$ cat src/sv/rtcs_pkg.sv
// Shared types and constants of the range threshold count store
`default_nettype none
package rtcs_pkg;

  localparam int DEPTH_DEF = 65536;
  localparam int LANES_DEF = 8;

  localparam int DATA_W  = 32;
  localparam int FIRST_W = 16;
  localparam int END_W   = 17;
  localparam int COUNT_W = 17;

  localparam logic KIND_QUERY = 1'b0;
  localparam logic KIND_WRITE = 1'b1;

  typedef enum logic [2:0] {
    ST_IDLE,
    ST_DIV,
    ST_WRITE,
    ST_WALK,
    ST_DRAIN,
    ST_DONE
  } state_t;

  typedef struct packed {
    logic wr;
    logic rd;
  } mem_cmd_t;

  typedef struct packed {
    logic               valid;
    logic [COUNT_W-1:0] count;
  } res_t;

endpackage
`default_nettype wire

$ cat src/sv/rtcs_ctrl.sv
// Item sequencer: index split, memory walk, lane compare and count accumulate
`default_nettype none
module rtcs_ctrl #(
  parameter int DEPTH = rtcs_pkg::DEPTH_DEF,
  parameter int LANES = rtcs_pkg::LANES_DEF,
  parameter int WAW   = 13,
  parameter int LW    = 3
) (
  input  wire logic                                    clk,
  input  wire logic                                    rst,
  input  wire logic                                    in_valid,
  output logic                                         in_stall,
  input  wire logic                                    kind,
  input  wire logic [rtcs_pkg::FIRST_W-1:0]            first_index,
  input  wire logic [rtcs_pkg::END_W-1:0]              end_index,
  input  wire logic signed [rtcs_pkg::DATA_W-1:0]      value,
  output rtcs_pkg::mem_cmd_t                           mem_cmd,
  output logic [WAW-1:0]                               mem_addr,
  output logic [LW-1:0]                                mem_lane,
  output logic [rtcs_pkg::DATA_W-1:0]                  mem_wdata,
  input  wire logic [LANES-1:0][rtcs_pkg::DATA_W-1:0]  mem_rdata,
  output rtcs_pkg::res_t                               res,
  input  wire logic                                    res_take
);

  localparam int WORDS = (DEPTH + LANES - 1) / LANES;
  localparam int SPAN  = WORDS * LANES;
  localparam int IW    = ($clog2(SPAN + 1) > rtcs_pkg::END_W) ?
                         $clog2(SPAN + 1) : rtcs_pkg::END_W;
  localparam int PW    = $clog2(LANES + 1);
  localparam int FW    = rtcs_pkg::FIRST_W;
  localparam int CW    = rtcs_pkg::COUNT_W;
  localparam int DSH   = FW + $clog2(LANES);
  localparam int PRW   = FW + DSH + 1;
  localparam int RECIP = ((1 << DSH) + LANES - 1) / LANES;

  rtcs_pkg::state_t state, state_next;

  logic                           is_write;
  logic [IW-1:0]                  lo;
  logic [IW-1:0]                  hi;
  logic [rtcs_pkg::DATA_W-1:0]    thr;
  logic [FW-1:0]                  quot;
  logic                           step;
  logic [WAW-1:0]                 addr;
  logic [LW-1:0]                  lane;
  logic [IW-1:0]                  base;
  logic [IW-1:0]                  base1;
  logic                           v1;
  logic                           v2;
  logic [LANES-1:0]               hits;
  logic [LANES-1:0]               hits_next;
  logic [PW-1:0]                  pop;
  logic [CW-1:0]                  count;

  logic                           accept;
  logic [IW-1:0]                  lo_in;
  logic [IW-1:0]                  end_ext;
  logic [IW-1:0]                  hi_in;
  logic                           div_last;
  logic                           issue_last;
  logic [PRW-1:0]                 recip_prod;
  logic [IW-1:0]                  word_base;

  assign lo_in      = IW'(first_index);
  assign end_ext    = IW'(end_index);
  assign hi_in      = (end_ext > IW'(DEPTH)) ? IW'(DEPTH) : end_ext;
  assign div_last   = step;
  assign issue_last = ((base + IW'(LANES)) >= hi);

  // word index by reciprocal multiply, exact over the whole index range
  assign recip_prod = PRW'(lo[FW-1:0]) * PRW'(RECIP);
  assign word_base  = IW'(quot) * IW'(LANES);

  always_ff @(posedge clk) begin
    if (rst) begin
      state <= rtcs_pkg::ST_IDLE;
    end else begin
      state <= state_next;
    end
  end

  always_comb begin
    state_next  = state;
    in_stall    = 1'b1;
    accept      = 1'b0;
    mem_cmd.wr  = 1'b0;
    mem_cmd.rd  = 1'b0;
    case (state)
      rtcs_pkg::ST_IDLE: begin
        in_stall = 1'b0;
        accept   = in_valid;
        if (in_valid) begin
          if (kind == rtcs_pkg::KIND_WRITE) begin
            if (lo_in < IW'(DEPTH)) begin
              state_next = rtcs_pkg::ST_DIV;
            end
          end else if (lo_in < hi_in) begin
            state_next = rtcs_pkg::ST_DIV;
          end else begin
            state_next = rtcs_pkg::ST_DONE;
          end
        end
      end
      rtcs_pkg::ST_DIV: begin
        if (div_last) begin
          state_next = is_write ? rtcs_pkg::ST_WRITE : rtcs_pkg::ST_WALK;
        end
      end
      rtcs_pkg::ST_WRITE: begin
        mem_cmd.wr = 1'b1;
        state_next = rtcs_pkg::ST_IDLE;
      end
      rtcs_pkg::ST_WALK: begin
        mem_cmd.rd = 1'b1;
        if (issue_last) begin
          state_next = rtcs_pkg::ST_DRAIN;
        end
      end
      rtcs_pkg::ST_DRAIN: begin
        if (!v1 && !v2) begin
          state_next = rtcs_pkg::ST_DONE;
        end
      end
      rtcs_pkg::ST_DONE: begin
        if (res_take) begin
          state_next = rtcs_pkg::ST_IDLE;
        end
      end
      default: begin
        state_next = rtcs_pkg::ST_IDLE;
      end
    endcase
  end

  // lane compare against range bounds and threshold
  always_comb begin
    logic [IW-1:0] idx;
    idx = '0;
    for (int l = 0; l < LANES; l++) begin
      idx = base1 + IW'(l);
      hits_next[l] = v1 && (idx >= lo) && (idx < hi) &&
                     ($signed(mem_rdata[l]) >= $signed(thr));
    end
  end

  always_comb begin
    pop = '0;
    for (int l = 0; l < LANES; l++) begin
      pop = pop + PW'(hits[l]);
    end
  end

  always_ff @(posedge clk) begin
    if (rst) begin
      v1 <= 1'b0;
      v2 <= 1'b0;
    end else begin
      v1 <= mem_cmd.rd;
      v2 <= v1;
    end
  end

  always_ff @(posedge clk) begin
    base1 <= base;
    hits  <= hits_next;
    if (accept) begin
      is_write <= (kind == rtcs_pkg::KIND_WRITE);
      lo       <= lo_in;
      hi       <= hi_in;
      thr      <= value;
      step     <= 1'b0;
      count    <= '0;
    end else if (v2) begin
      count <= count + CW'(pop);
    end
    if (state == rtcs_pkg::ST_DIV) begin
      step <= 1'b1;
      quot <= recip_prod[DSH +: FW];
      if (div_last) begin
        addr <= WAW'(quot);
        lane <= LW'(lo - word_base);
        base <= word_base;
      end
    end
    if (state == rtcs_pkg::ST_WALK) begin
      addr <= addr + WAW'(1);
      base <= base + IW'(LANES);
    end
  end

  assign mem_addr  = addr;
  assign mem_lane  = lane;
  assign mem_wdata = thr;
  assign res.valid = (state == rtcs_pkg::ST_DONE);
  assign res.count = count;

endmodule
`default_nettype wire

$ cat config.mk
export PLATFORM = sky130hd
export DESIGN_NAME = rtcs_ctrl
export DESIGN_NICKNAME = d
export VERILOG_FILES = /design/src/sv/rtcs_pkg.sv /design/src/sv/rtcs_ctrl.sv
export SDC_FILE = /design/constraint.sdc
export NUM_CORES = 1
export LEC_CHECK = 0
export BUFFER_PORTS_ARGS = -buffer_cell sky130_fd_sc_hd__buf_2
export CAP_MARGIN = 20
export CELL_PAD_IN_SITES_DETAIL_PLACEMENT = 0
export CELL_PAD_IN_SITES_GLOBAL_PLACEMENT = 2
export CORE_AREA = 8 8 205 207
export CTS_BUF_LIST = sky130_fd_sc_hd__clkbuf_16
export CTS_CLUSTER_DIAMETER = 120
export DETAILED_ROUTE_END_ITERATION = 10
export DIE_AREA = 0 0 213 215
export PLACE_DENSITY_LB_ADDON = 0.1
export SYNTH_ARGS = -nofsm -noshare
export SYNTH_HDL_FRONTEND = slang
export SYNTH_SLANG_ARGS = --single-unit
$ cat constraint.sdc
create_clock -name clk -period 6.7 [get_ports clk]
set_clock_uncertainty 0.15 [all_clocks]
set_input_delay 1.675 -clock clk [delete_from_list [all_inputs] [get_ports clk]]
set_output_delay 1.675 -clock clk [all_outputs]
set_load 0.005 [all_outputs]
Word level (Yosys, flattened, before mapping)

Index checks and enable logic that the tools add are counted.

Register bits after elaboration: 160
Bits of input ports: 326
Logic and storage cells: 126

Add/subtract/negate cells: 18
$lt $le $gt $ge: 28
Equality and inequality tests: 11
Mux-type cells: 21
Reduce and logical (&&, ||, !) cells: 33

Operators by type and width:

| cell                    | number |
|---|---|
| $ge A32 B32 Y1          | 8 |
| $ge A17 B16 Y1          | 8 |
| $lt A17 B17 Y1          | 8 |
| $add A17 B3 Y17 const B | 4 |
| $mux W17                | 4 |
| $mux W13                | 3 |
| $add A17 B2 Y17 const B | 2 |
| $logic_and A1 B1 Y1     | 25 |
| $mux W3                 | 8 |
| $add A17 B1 Y17 const B | 1 |
| $add A17 B4 Y17         | 1 |
| $add A17 B4 Y17 const B | 1 |
| $ge A17 B17 Y1          | 1 |
| $gt A17 B17 Y1 const B  | 1 |
| $lt A16 B17 Y1          | 1 |
| $lt A16 B17 Y1 const B  | 1 |
| $add A4 B1 Y4           | 4 |
| $pmux W3 S5             | 1 |
| $add A13 B1 Y13 const B | 1 |
| $ne A2 B2 Y1 const B    | 4 |
| $eq A3 B2 Y1 const B    | 2 |
| $eq A3 B3 Y1 const B    | 2 |
| $reduce_and A6 Y1       | 1 |
| $mux W1                 | 5 |
| other kinds (11)        | 14 |

Depth between registers and ports, before layout

Gate-level depths: netlist of the first run.

Depth after elaboration: 8
Depth in mapped cells: 13
Gate-level depth less buffers: 13

Worst setup path after synthesis of the first run

Ideal clock, no wire load.

Path kind: reg-to-reg
Start point: reg hits[0]
End point: reg count[8]
Library setup time: 0.164 ns
Arrival: 3.450 ns
Setup slack: 2.935 ns
Stages on the path, launching flop included: 14
Buffers on the path: 0
Cells stage by stage: dfxtp_1 -> fa_1 -> inv_1 -> fa_1 -> fa_1 -> inv_1 -> fa_1 -> fa_1 -> a21o_1 -> a21o_1 -> and3_1 -> nand4_1 -> xor2_1 -> nor2_1

Word-level cells in the longest chain between the ends: 8

Ends and longest elaborated chain:

| item                        | RTL line         | source |
|---|---|---|
| start, declared             | rtcs_ctrl.sv:51  | `logic [LANES-1:0] hits;` |
| start signal, assigned      | rtcs_ctrl.sv:166 | `hits <= hits_next;` |
| $add A1 B1 Y2               | rtcs_ctrl.sv:150 | `pop = pop + PW'(hits[l]);` |
| $add A2 B1 Y3               | rtcs_ctrl.sv:150 |  |
| $add A3 B1 Y4               | rtcs_ctrl.sv:150 |  |
| $add A4 B1 Y4 (4 in series) | rtcs_ctrl.sv:150 |  |
| $add A17 B4 Y17             | rtcs_ctrl.sv:175 | `count <= count + CW'(pop);` |
| end signal, assigned        | rtcs_ctrl.sv:175 |  |
| end, declared               | rtcs_ctrl.sv:54  | `logic [CW-1:0] count;` |

No other way between the ends.
A chain may end at the register's enable or synchronous reset.

==> results of run 1 <==
flip-flops by register name, indices dropped and copies added (netlist names), 3 cells and up:
signal,count
mem_wdata,32
quot,13
base,14
lo,16
mem_lane,3
base1,14
state,3
hi,17
hits,8
count,17
mem_addr,13
cell families after synthesis:
family	synth area share [%]
AND/OR/NAND/NOR	14.9
adder cells (fa/ha/maj)	31.7
AO/OA/AOI/OAI	15.1
flip-flops	32.0
buffers and inverters	3.50
XOR/XNOR	2.42
multiplexers	0.384
worst max-delay path, stage by stage, from the launching register on:
cell and delay, ns:
dfxtp_1 0.46, inv_1 0.19, or2_1 0.26, buf_4 0.21, inv_2 0.43, buf_2 0.21
worst paths after layout:
kind	from	end	slack, ns	cells after the start
hold reg to reg	base[16]	base1[16]	0.24	0
hold / removal	base[16]	base1[16]	0.24	0
setup / recovery	state[1]	mem_cmd[0]	2.64	5
setup reg to reg	hits[0]	count[8]	2.76	13
per-layer routing:
layer | routed length (um) | up-vias | GRT usage, %
li1 | - | 5853 | -
met1 | 21900 | 5353 | 26.4
met2 | 23400 | 247 | 35.0
met3 | 2670 | 59 | 4.82
met4 | 975 | 20 | 6.74
met5 | 130 | - | 0
where the power goes:
group	internal (mW)	switching, mW
registers	1.26	0.128
logic	0.624	0.955
clock network	0.564	0.470
total	2.45	1.55
area by class of cell:
cell class	count	area share [%]
Clock buffer	17	2.61
Clock inverter	15	1.12
Timing Repair Buffer	398	12.3
Sequential cell	154	25.6
Multi-Input combinational cell	1068	51.6
Inverter	106	2.44
Tap cell	525	4.03
Antenna cell	15	0.230
placed cells by master, fill, tap and decap left out, types with 13 or more instances in the layout:
| cell | n |
|---|---|
| buf_2 | 394 |
| ha_1 | 322 |
| a21oi_1 | 140 |
| edfxtp_1 | 109 |
| inv_1 | 105 |
| nand2_1 | 105 |
| nor2_1 | 85 |
| o21ai_0 | 54 |
| nand4_1 | 48 |
| dfxtp_1 | 45 |
| a21o_1 | 32 |
| nand3_1 | 30 |
| xnor2_1 | 18 |
| nand2b_1 | 18 |
| xor2_1 | 18 |
| nor3_1 | 18 |
| clkbuf_16 | 17 |
| diode_2 | 15 |
| nor2b_1 | 14 |
| nor4_1 | 13 |
metrics by stage:
stage               cell area [um2]  cells
floorplan                     13000   1339
global placement              15600   2250
detailed placement            15600   2250
CTS                           16300   2282
global route                  16300   2296
finish                        16300   2298
==> metrics.txt, run 1 <==
outcome finished, final reports clean; Util after Layout 41.8%; hpwl dp 41.7 mm; sequential cell area fraction in the yosys report 32.0%; CP Launch Type register; port bufs 394; peak supply drop 226 uV; Tcrit/Tclk final 60.6%; Resized cells post-CTS 0; Hold Vio Cnt, Final 0; initial antenna violation count 23; Iteration-0 DRC Markers 545; first-pass GRT wire length 72.2 mm; DP Worst Slack 2.60 ns; syn avg cell area around 10 um2; pwr dens 245 nW/um2; Die Y 215 um; num ports 395; Final min period 4.06 ns; GRT overflow 0; HP Class register to register; via/cell ratio 5.02; leakage between 7 and 8 nW; CTS Buf Count 17; initial core utilization 33.4%; slew margin rel. 20.9%; Req. time, crit path 4.88 ns; H-Tree Depth 4; Gate Count Post-Synth approximately 1300; # DRC 0; fillcell total 3981; arrival time at the worst endpoint between 2 and 2.5 ns; worst skew pair latency about 0.44 ns; layout cells sized above 1 approximately 26%; Final Wtd Congestion 0.857; FP Rows 73; ys flop type edfxtp_1; fin worst setup slack about 2.6 ns; Root Driver clkbuf_16; Die X-Extent 213 um; Yosys cell types 71; cell area after synthesis 13000 um2; critical path class register to primary output; Final setup viols 0; CTS Buffer Depth 2; GRT Overall Usage 21.0%; pin count of the biggest net entering global routing 49; final wirelength 49.1 mm; Max FO, Critical Path 26; total power about 4 mW; post-synthesis async set-or-reset flop share 0%; Post-synth EDFFs 109; dominant cell type by area after synthesis ha_1; multi-input logic area 8420 um2; routed len/inst 21.4 um; Yosys reg bits 154; maxcap violations 0; Area growth syn-to-layout 25.1%; Synthesized Nets around 2000; synth top area cells ha_1, edfxtp_1, dfxtp_1, a21oi_1, inv_1; antenna-violating nets left 0; Worst-Margin Slew 1.16 ns; Clk pin slew, worst setup/hold paths 0.07 ns; cts hold-fix bufs 0; number of global-route vias before repair between 10000 and 15000; final net count 2398; register area between 4000 and 5000 um2; core area 39000 um2; warnings from Yosys 0; FMAX 246 MHz; unrepaired setup endpoints after global routing false; Setup Buffers After CTS 0; Hold Worst Slack 0.240 ns; Slew Viols, Final 0; synth cell count leaders ha_1, a21oi_1, edfxtp_1; die area 45800 um2; Sink Count 154; via count 11500; count leader, synth ha_1; DR pass1 iterations 5; top cell type's share of synthesized area 30.9%; Crit. End Element primary output; TritonCTS clock tree done; Setup TNS Final 0 ns
No activity file was read; power rests on OpenSTA's default activity.
==> run 2, diff against run 1 <==
Settings changed: CORE_AREA 8 8 205 207 to 8 8 222 224, DIE_AREA 0 0 213 215 to 0 0 230 232.
Clock period 6.7 ns to 3.3 ns, I/O delays scaled along.
==> run 2 against run 1 <==
  * The run now ends with negative setup slack left
  * Combinational power is 110% higher
  * Critical endpoint is now count[8]
  * Worst setup slack got worse by 3.1 ns
  * Routed wire length up 6.7%
  * Largest power group unchanged
  * Critical path type is now register to register
  * Register-to-register slack worse by 3.2 ns
  * Sequential power grew 100%
  * Worst hold slack gained 0.025 ns
==> metrics.txt, run 2 (synthesized netlist as in run 1, its figures left out) <==
peak supply drop 524 uV (+130%); FP Rows 79 (+8.2%); critical path class register to register; fin area 16800 um2 (+2.8%); unrepaired setup endpoints after global routing true; GRT overflow 0 (unchanged); combinational power share 40.2% (+0.7 points); total power 8.26 mW (+110%); final net count 2433 (+1.5%); maxcap violations 0 (unchanged); Area growth syn-to-layout 28.6%; outcome finished with violations; fillcell total 4812 (+21%); Reg-to-Reg Start hits[0]; leakage 8.08 nW (+2.8%); max FFs per register 32 (unchanged); Max FO, Critical Path 3 (-88%); Hold Worst Slack 0.265 ns (+0.0246 ns); slew margin rel. 44.8% (+24 points); Sink Count 154 (unchanged); via/cell ratio 4.86 (-3.2%); antenna-violating nets left 0 (unchanged); Root Driver clkbuf_16; switch share 40.3% (+1.4 points); fin worst setup slack -0.444 ns (-3.08 ns); R2R depth 13 (unchanged); Pint 4.94 mW (+100%); Critical R2R Capture count[8]; worst skew pair latency 0.48 ns (+0.04 ns); Worst path slowest cell fa_1; Hold Vio Cnt, Final 0 (unchanged); Crit. End Element register; DP Worst Slack -0.440 ns (-3.04 ns); Die Y 232 um (+7.9%); final wirelength 52.4 mm (+6.7%); FMAX around 270 MHz; clock share of power 25.8% (about the same); Tcrit/Tclk final 113%; Worst-Margin Slew 0.808 ns (-0.349 ns); num ports 395 (unchanged); via count 11700 (+1.5%); hpwl dp 44.8 mm (+7.5%); CP Launch Type register; Iteration-0 DRC Markers 600 (+10%); Setup TNS Final -3.51 ns (-3.51 ns); port bufs 394 (unchanged); Req. time, crit path 3.50 ns (-1.38 ns); layout cells sized above 1 28.2% (+2.3 points); TritonCTS clock tree done; arrival time at the worst endpoint 3.94 ns (+1.70 ns); H-Tree Depth 4 (unchanged); number of global-route vias before repair 12000 (+2.3%); CTS Buf Count 17 (unchanged); core area 45900 um2 (+18%); pwr dens 493 nW/um2 (+100%); crit path to count[8]; failing checks negative setup slack; Area after DPL 16000 um2 (+2.3%); first-pass GRT wire length 77.4 mm (+7.2%); pin count of the biggest net entering global routing 48 (-2.0%); initial antenna violation count 20 (-13%); Clk pin slew, worst setup/hold paths 0.08 ns (about the same); max incr delay on CP 0.53 ns (+0.07 ns); net switching power 3.33 mW (+110%); Reg2Reg Setup Slack -0.44 ns (-3.20 ns); GRT Overall Usage 19.5% (-1.4 points); Worst setup startpoint hits[0]; commonest non-fill, non-tap cell in the layout buf_2; Final setup viols 15 (+15); most frequent cells in the layout buf_2, ha_1, a21oi_1; DR pass1 iterations 4 (-1); sequential share of power 34.0% (-0.7 points); initial core utilization 28.4% (-5.0 points); Final Wtd Congestion 0.805 (-6.0%); crit path cell chain fa_1 -> inv_1 -> fa_1 -> fa_1 -> inv_1 -> fa_2 -> fa_2 -> a21o_1 -> a21o_1 -> and3_4 -> nand4_1 -> xor2_1 -> nor2_1; Slew Viols, Final 0 (unchanged); cell mode on critical path fa_1; HP Class register to register; routed len/inst 21.7 um (+1.8%); Die X-Extent 230 um (+8.0%); die area 53400 um2 (+17%); Final min period 3.74 ns; CTS Buffer Depth 2 (unchanged); # DRC 0 (unchanged)
run 2: changes by cell type in the layout (fill, tap and decap cells not counted), sizes merged:
| cell | delta |
|---|---|
| inv | +5 |
| clkinvlp | -2 |
| bufinv | -2 |
| buf | +35 |
| clkinv | -1 |
| diode | -6 |
run 2: worst min-delay path by stage:
stage          cells after the start         to  slack [ns]     start
2_1_floorplan                      0  base1[16]        0.22  base[16]
3_3_place_gp                       0   base1[7]        0.24   base[7]
3_5_place_dp                       0  base1[16]        0.23  base[16]
4_1_cts                            0   base1[7]        0.27   base[7]
5_1_grt                            0  base1[16]        0.27  base[16]
6_report                           0   base1[7]        0.27   base[7]
run 2: area by class of cell:
| type | instances | area (um2) | share of cell area, % |
|---|---|---|---|
| diodes | 9 | 22.5 | 0.134 |
| clock buffers | 17 | 425 | 2.54 |
| clock inverters | 15 | 199 | 1.19 |
| inverters | 106 | 398 | 2.37 |
| multi-input cells | 1068 | 8510 | 50.7 |
| flip-flops and latches | 154 | 4180 | 24.9 |
| well taps | 607 | 759 | 4.53 |
| repair buffers | 433 | 2280 | 13.6 |
run 2: metal layers:
metal,global-route usage [%],vias up,part of all wire [%]
met4,6.24,22,2.0
met2,32.5,260,47
met1,24.6,5408,46
met3,4.89,67,4.7
li1,-,5947,-
met5,0,-,0.26
run 2: timing repair:
action | in CTS | in global routing
pin swaps | 7 | 6
hold buffers | 0 | 0
gates resized for setup | 7 | 9
setup endpoints to repair | 14 | 16
buffers inserted | 1 | 2
hold endpoints to repair | 0 | 0
run 2: metrics by stage:
stage / utilization, % / instances
after floorplan: - / 1339
after global placement: 34.9 / 2365
after detailed placement: 34.9 / 2365
after CTS: 36.4 / 2398
after global routing: 36.6 / 2409
final: 36.6 / 2409
run 2: worst max-delay path: cells and delay by family (launching register included):
| family | cells | cell delay (ns) |
|---|---|---|
| buffers and inverters | 2 | 0.10 |
| AOI/OAI and AO/OA | 2 | 0.38 |
| and+or+nand+nor | 3 | 0.34 |
| xor gates and xnor gates | 1 | 0.16 |
| adders and majority gates | 5 | 2.15 |
| DFF | 1 | 0.33 |
run 2: power by group through the flow:
stage                     registers, mW  clock network, mW  logic (mW)
after global placement             2.85                  0        3.32
after floorplan                    2.79                  0        2.06
final                              2.81               2.13        3.32
after detailed placement           2.85                  0        3.36
after CTS                          2.81               2.23        3.38
after global routing               2.87               2.29        3.83
==> run 3, diff against run 2 <==
Settings changed: BUFFER_PORTS_ARGS -buffer_cell sky130_fd_sc_hd__buf_2 to not set, CORE_AREA 8 8 222 224 to 8 8 202 204, DIE_AREA 0 0 230 232 to 0 0 210 212, DONT_BUFFER_PORTS set to 1.
==> run 3 against run 2 <==
  * The flow still finishes with violations (negative setup slack)
  * Register-to-register slack got worse by 0.02 ns
  * First-iteration DRC count is 11% lower
  * Worst setup slack worse by 0.017 ns
  * Combinational power fell by 11%
  * Fmax fell by 0.46%
  * Critical endpoint unchanged
  * Critical path depth unchanged
  * Non-clock buffer count fell by 387
  * Global-route usage grew 1.3 points
  * Sequential share of layout area up 3.5 points
  * Flip-flop and latch count unchanged
  * Critical path type unchanged
==> metrics.txt, run 3 (synthesized netlist as in run 1, its figures left out) <==
combinational power share 37.1% (-3.1 points); GRT overflow 0 (unchanged); pwr dens 544 nW/um2 (+10%); die area 44500 um2 (-17%); fin worst setup slack -0.462 ns (-0.0174 ns); Tcrit/Tclk final 114% (+0.53 points); net switching power 3.07 mW (-7.6%); Slew Viols, Final 0 (unchanged); routed len/inst 24.1 um (+11%); Hold Vio Cnt, Final 0 (unchanged); maxcap violations 0 (unchanged); Clk pin slew, worst setup/hold paths 0.07 ns (about the same); Setup TNS Final -4.84 ns (-1.34 ns); HP Class register to register; Area after DPL 14000 um2 (-13%); dpl cells 1886 (-20%); core area 37900 um2 (-17%); Final Wtd Congestion 0.831 (+3.3%); num ports 395 (unchanged); Pint 4.93 mW (-0.19%); CTS Buf Count 17 (unchanged); FMAX 266 MHz (-0.46%); H-Tree Depth 4 (unchanged); Crit. End Element register; initial antenna violation count 6 (-70%); # DRC 0 (unchanged); final net count 2046 (-16%); Root Driver clkbuf_16; fin area 14700 um2 (-12%); Die X-Extent 210 um (-8.7%); antenna-violating nets left 0 (unchanged); pin count of the biggest net entering global routing 49 (+2.1%); initial core utilization 34.4% (+5.9 points); worst skew pair latency 0.47 ns (about the same); Hold Worst Slack 0.257 ns (-0.00837 ns); leakage 6.51 nW (-19%); max FFs per register 32 (unchanged); peak supply drop 532 uV (+1.5%); Final min period 3.76 ns (+0.0174 ns); GRT Overall Usage 20.8% (+1.3 points); TritonCTS clock tree done; outcome finished with violations; first-pass GRT wire length 68.0 mm (-12%); clock share of power 27.1% (+1.3 points); via/cell ratio 5.27 (+8.5%); port bufs 0 (-100%); number of global-route vias before repair 10400 (-13%); DP Worst Slack -0.462 ns (-0.0217 ns); Sink Count 154 (unchanged); Area growth syn-to-layout 12.8%; commonest non-fill, non-tap cell in the layout ha_1; hpwl dp 40.0 mm (-11%); final wirelength 46.5 mm (-11%); Final setup viols 15 (unchanged); sequential share of power 35.7% (+1.7 points); most frequent cells in the layout ha_1, a21oi_1, edfxtp_1; layout cells sized above 1 8.25% (-20 points); Iteration-0 DRC Markers 537 (-11%); switch share 38.4% (-1.8 points); Die Y 212 um (-8.6%); FP Rows 72 (-8.9%); cts hold-fix bufs 0 (unchanged); Req. time, crit path 3.49 ns (about the same); CTS Buffer Depth 2 (unchanged); CP Launch Type register; Final Instance Count excl. Fillers 1928 (-20%); via count 10200 (-13%); critical path class register to register; arrival time at the worst endpoint 3.96 ns (+0.02 ns); unrepaired setup endpoints after global routing true; failing checks negative setup slack; Max FO, Critical Path 3 (unchanged); slew margin rel. 46.0% (+1.2 points); Reg2Reg Setup Slack -0.46 ns (-0.02 ns); Worst-Margin Slew 0.789 ns (-0.0183 ns); DR pass1 iterations 5 (+1)
[run 3: final timing paths]
kind                start        to  depth (start not counted)
setup reg to reg  hits[0]  count[8]                         13
hold / removal    base[7]  base1[7]                          0
setup / recovery  hits[0]  count[8]                         13
hold reg to reg   base[7]  base1[7]                          0
[run 3: power by group through the flow]
stage	clock, mW	sequential (mW)	combinational [mW]
after floorplan	0	2.79	2.06
after global placement	0	2.91	2.95
after detailed placement	0	2.91	3.00
after CTS	2.25	2.87	3.01
after global routing	2.30	2.90	3.45
final	2.17	2.86	2.97
[run 3: timing repair]
action | 4_1_cts | 5_1_grt
setup buffers | 2 | 4
gates cloned | 0 | 0
setup endpoints to repair | 15 | 16
resized for setup | 7 | 6
pin swaps | 9 | 7
[run 3: routing by layer]
metal | up-vias | GRT usage (%) | share of wire, %
met5 | - | 0 | 0.080
met4 | 6 | 6.10 | 1.8
met3 | 45 | 6.80 | 7.2
met2 | 279 | 35.3 | 48
met1 | 4682 | 25.0 | 43
li1 | 5152 | - | -
[run 3: area by class of cell]
type                    instances  area, um2
inverters                     106        398
multi-input cells            1068       8470
flip-flops and latches        154       4180
well taps                     518        648
clock buffers                  17        425
repair buffers                 46        374
diodes                          4       10.0
clock inverters                15        204
fillers                      3798      23200
[run 3: stage by stage]
stage / util, % / total power [mW]
2_1_floorplan: - / 4.84
3_3_place_gp: 36.8 / 5.86
3_5_place_dp: 36.8 / 5.91
4_1_cts: 38.6 / 8.13
5_1_grt: 38.8 / 8.65
6_report: 38.8 / 8.00
[run 3: worst max-delay path: stages, from the launching register on]
cell and delay [ns]:
dfxtp_2 0.33, fa_1 0.53, inv_1 0.05, fa_1 0.45
fa_1 0.51, inv_2 0.04, fa_2 0.35, fa_2 0.35
a21o_1 0.19, a21o_1 0.20, and3_4 0.20, nand4_1 0.10
xor2_1 0.14, nor2_1 0.05
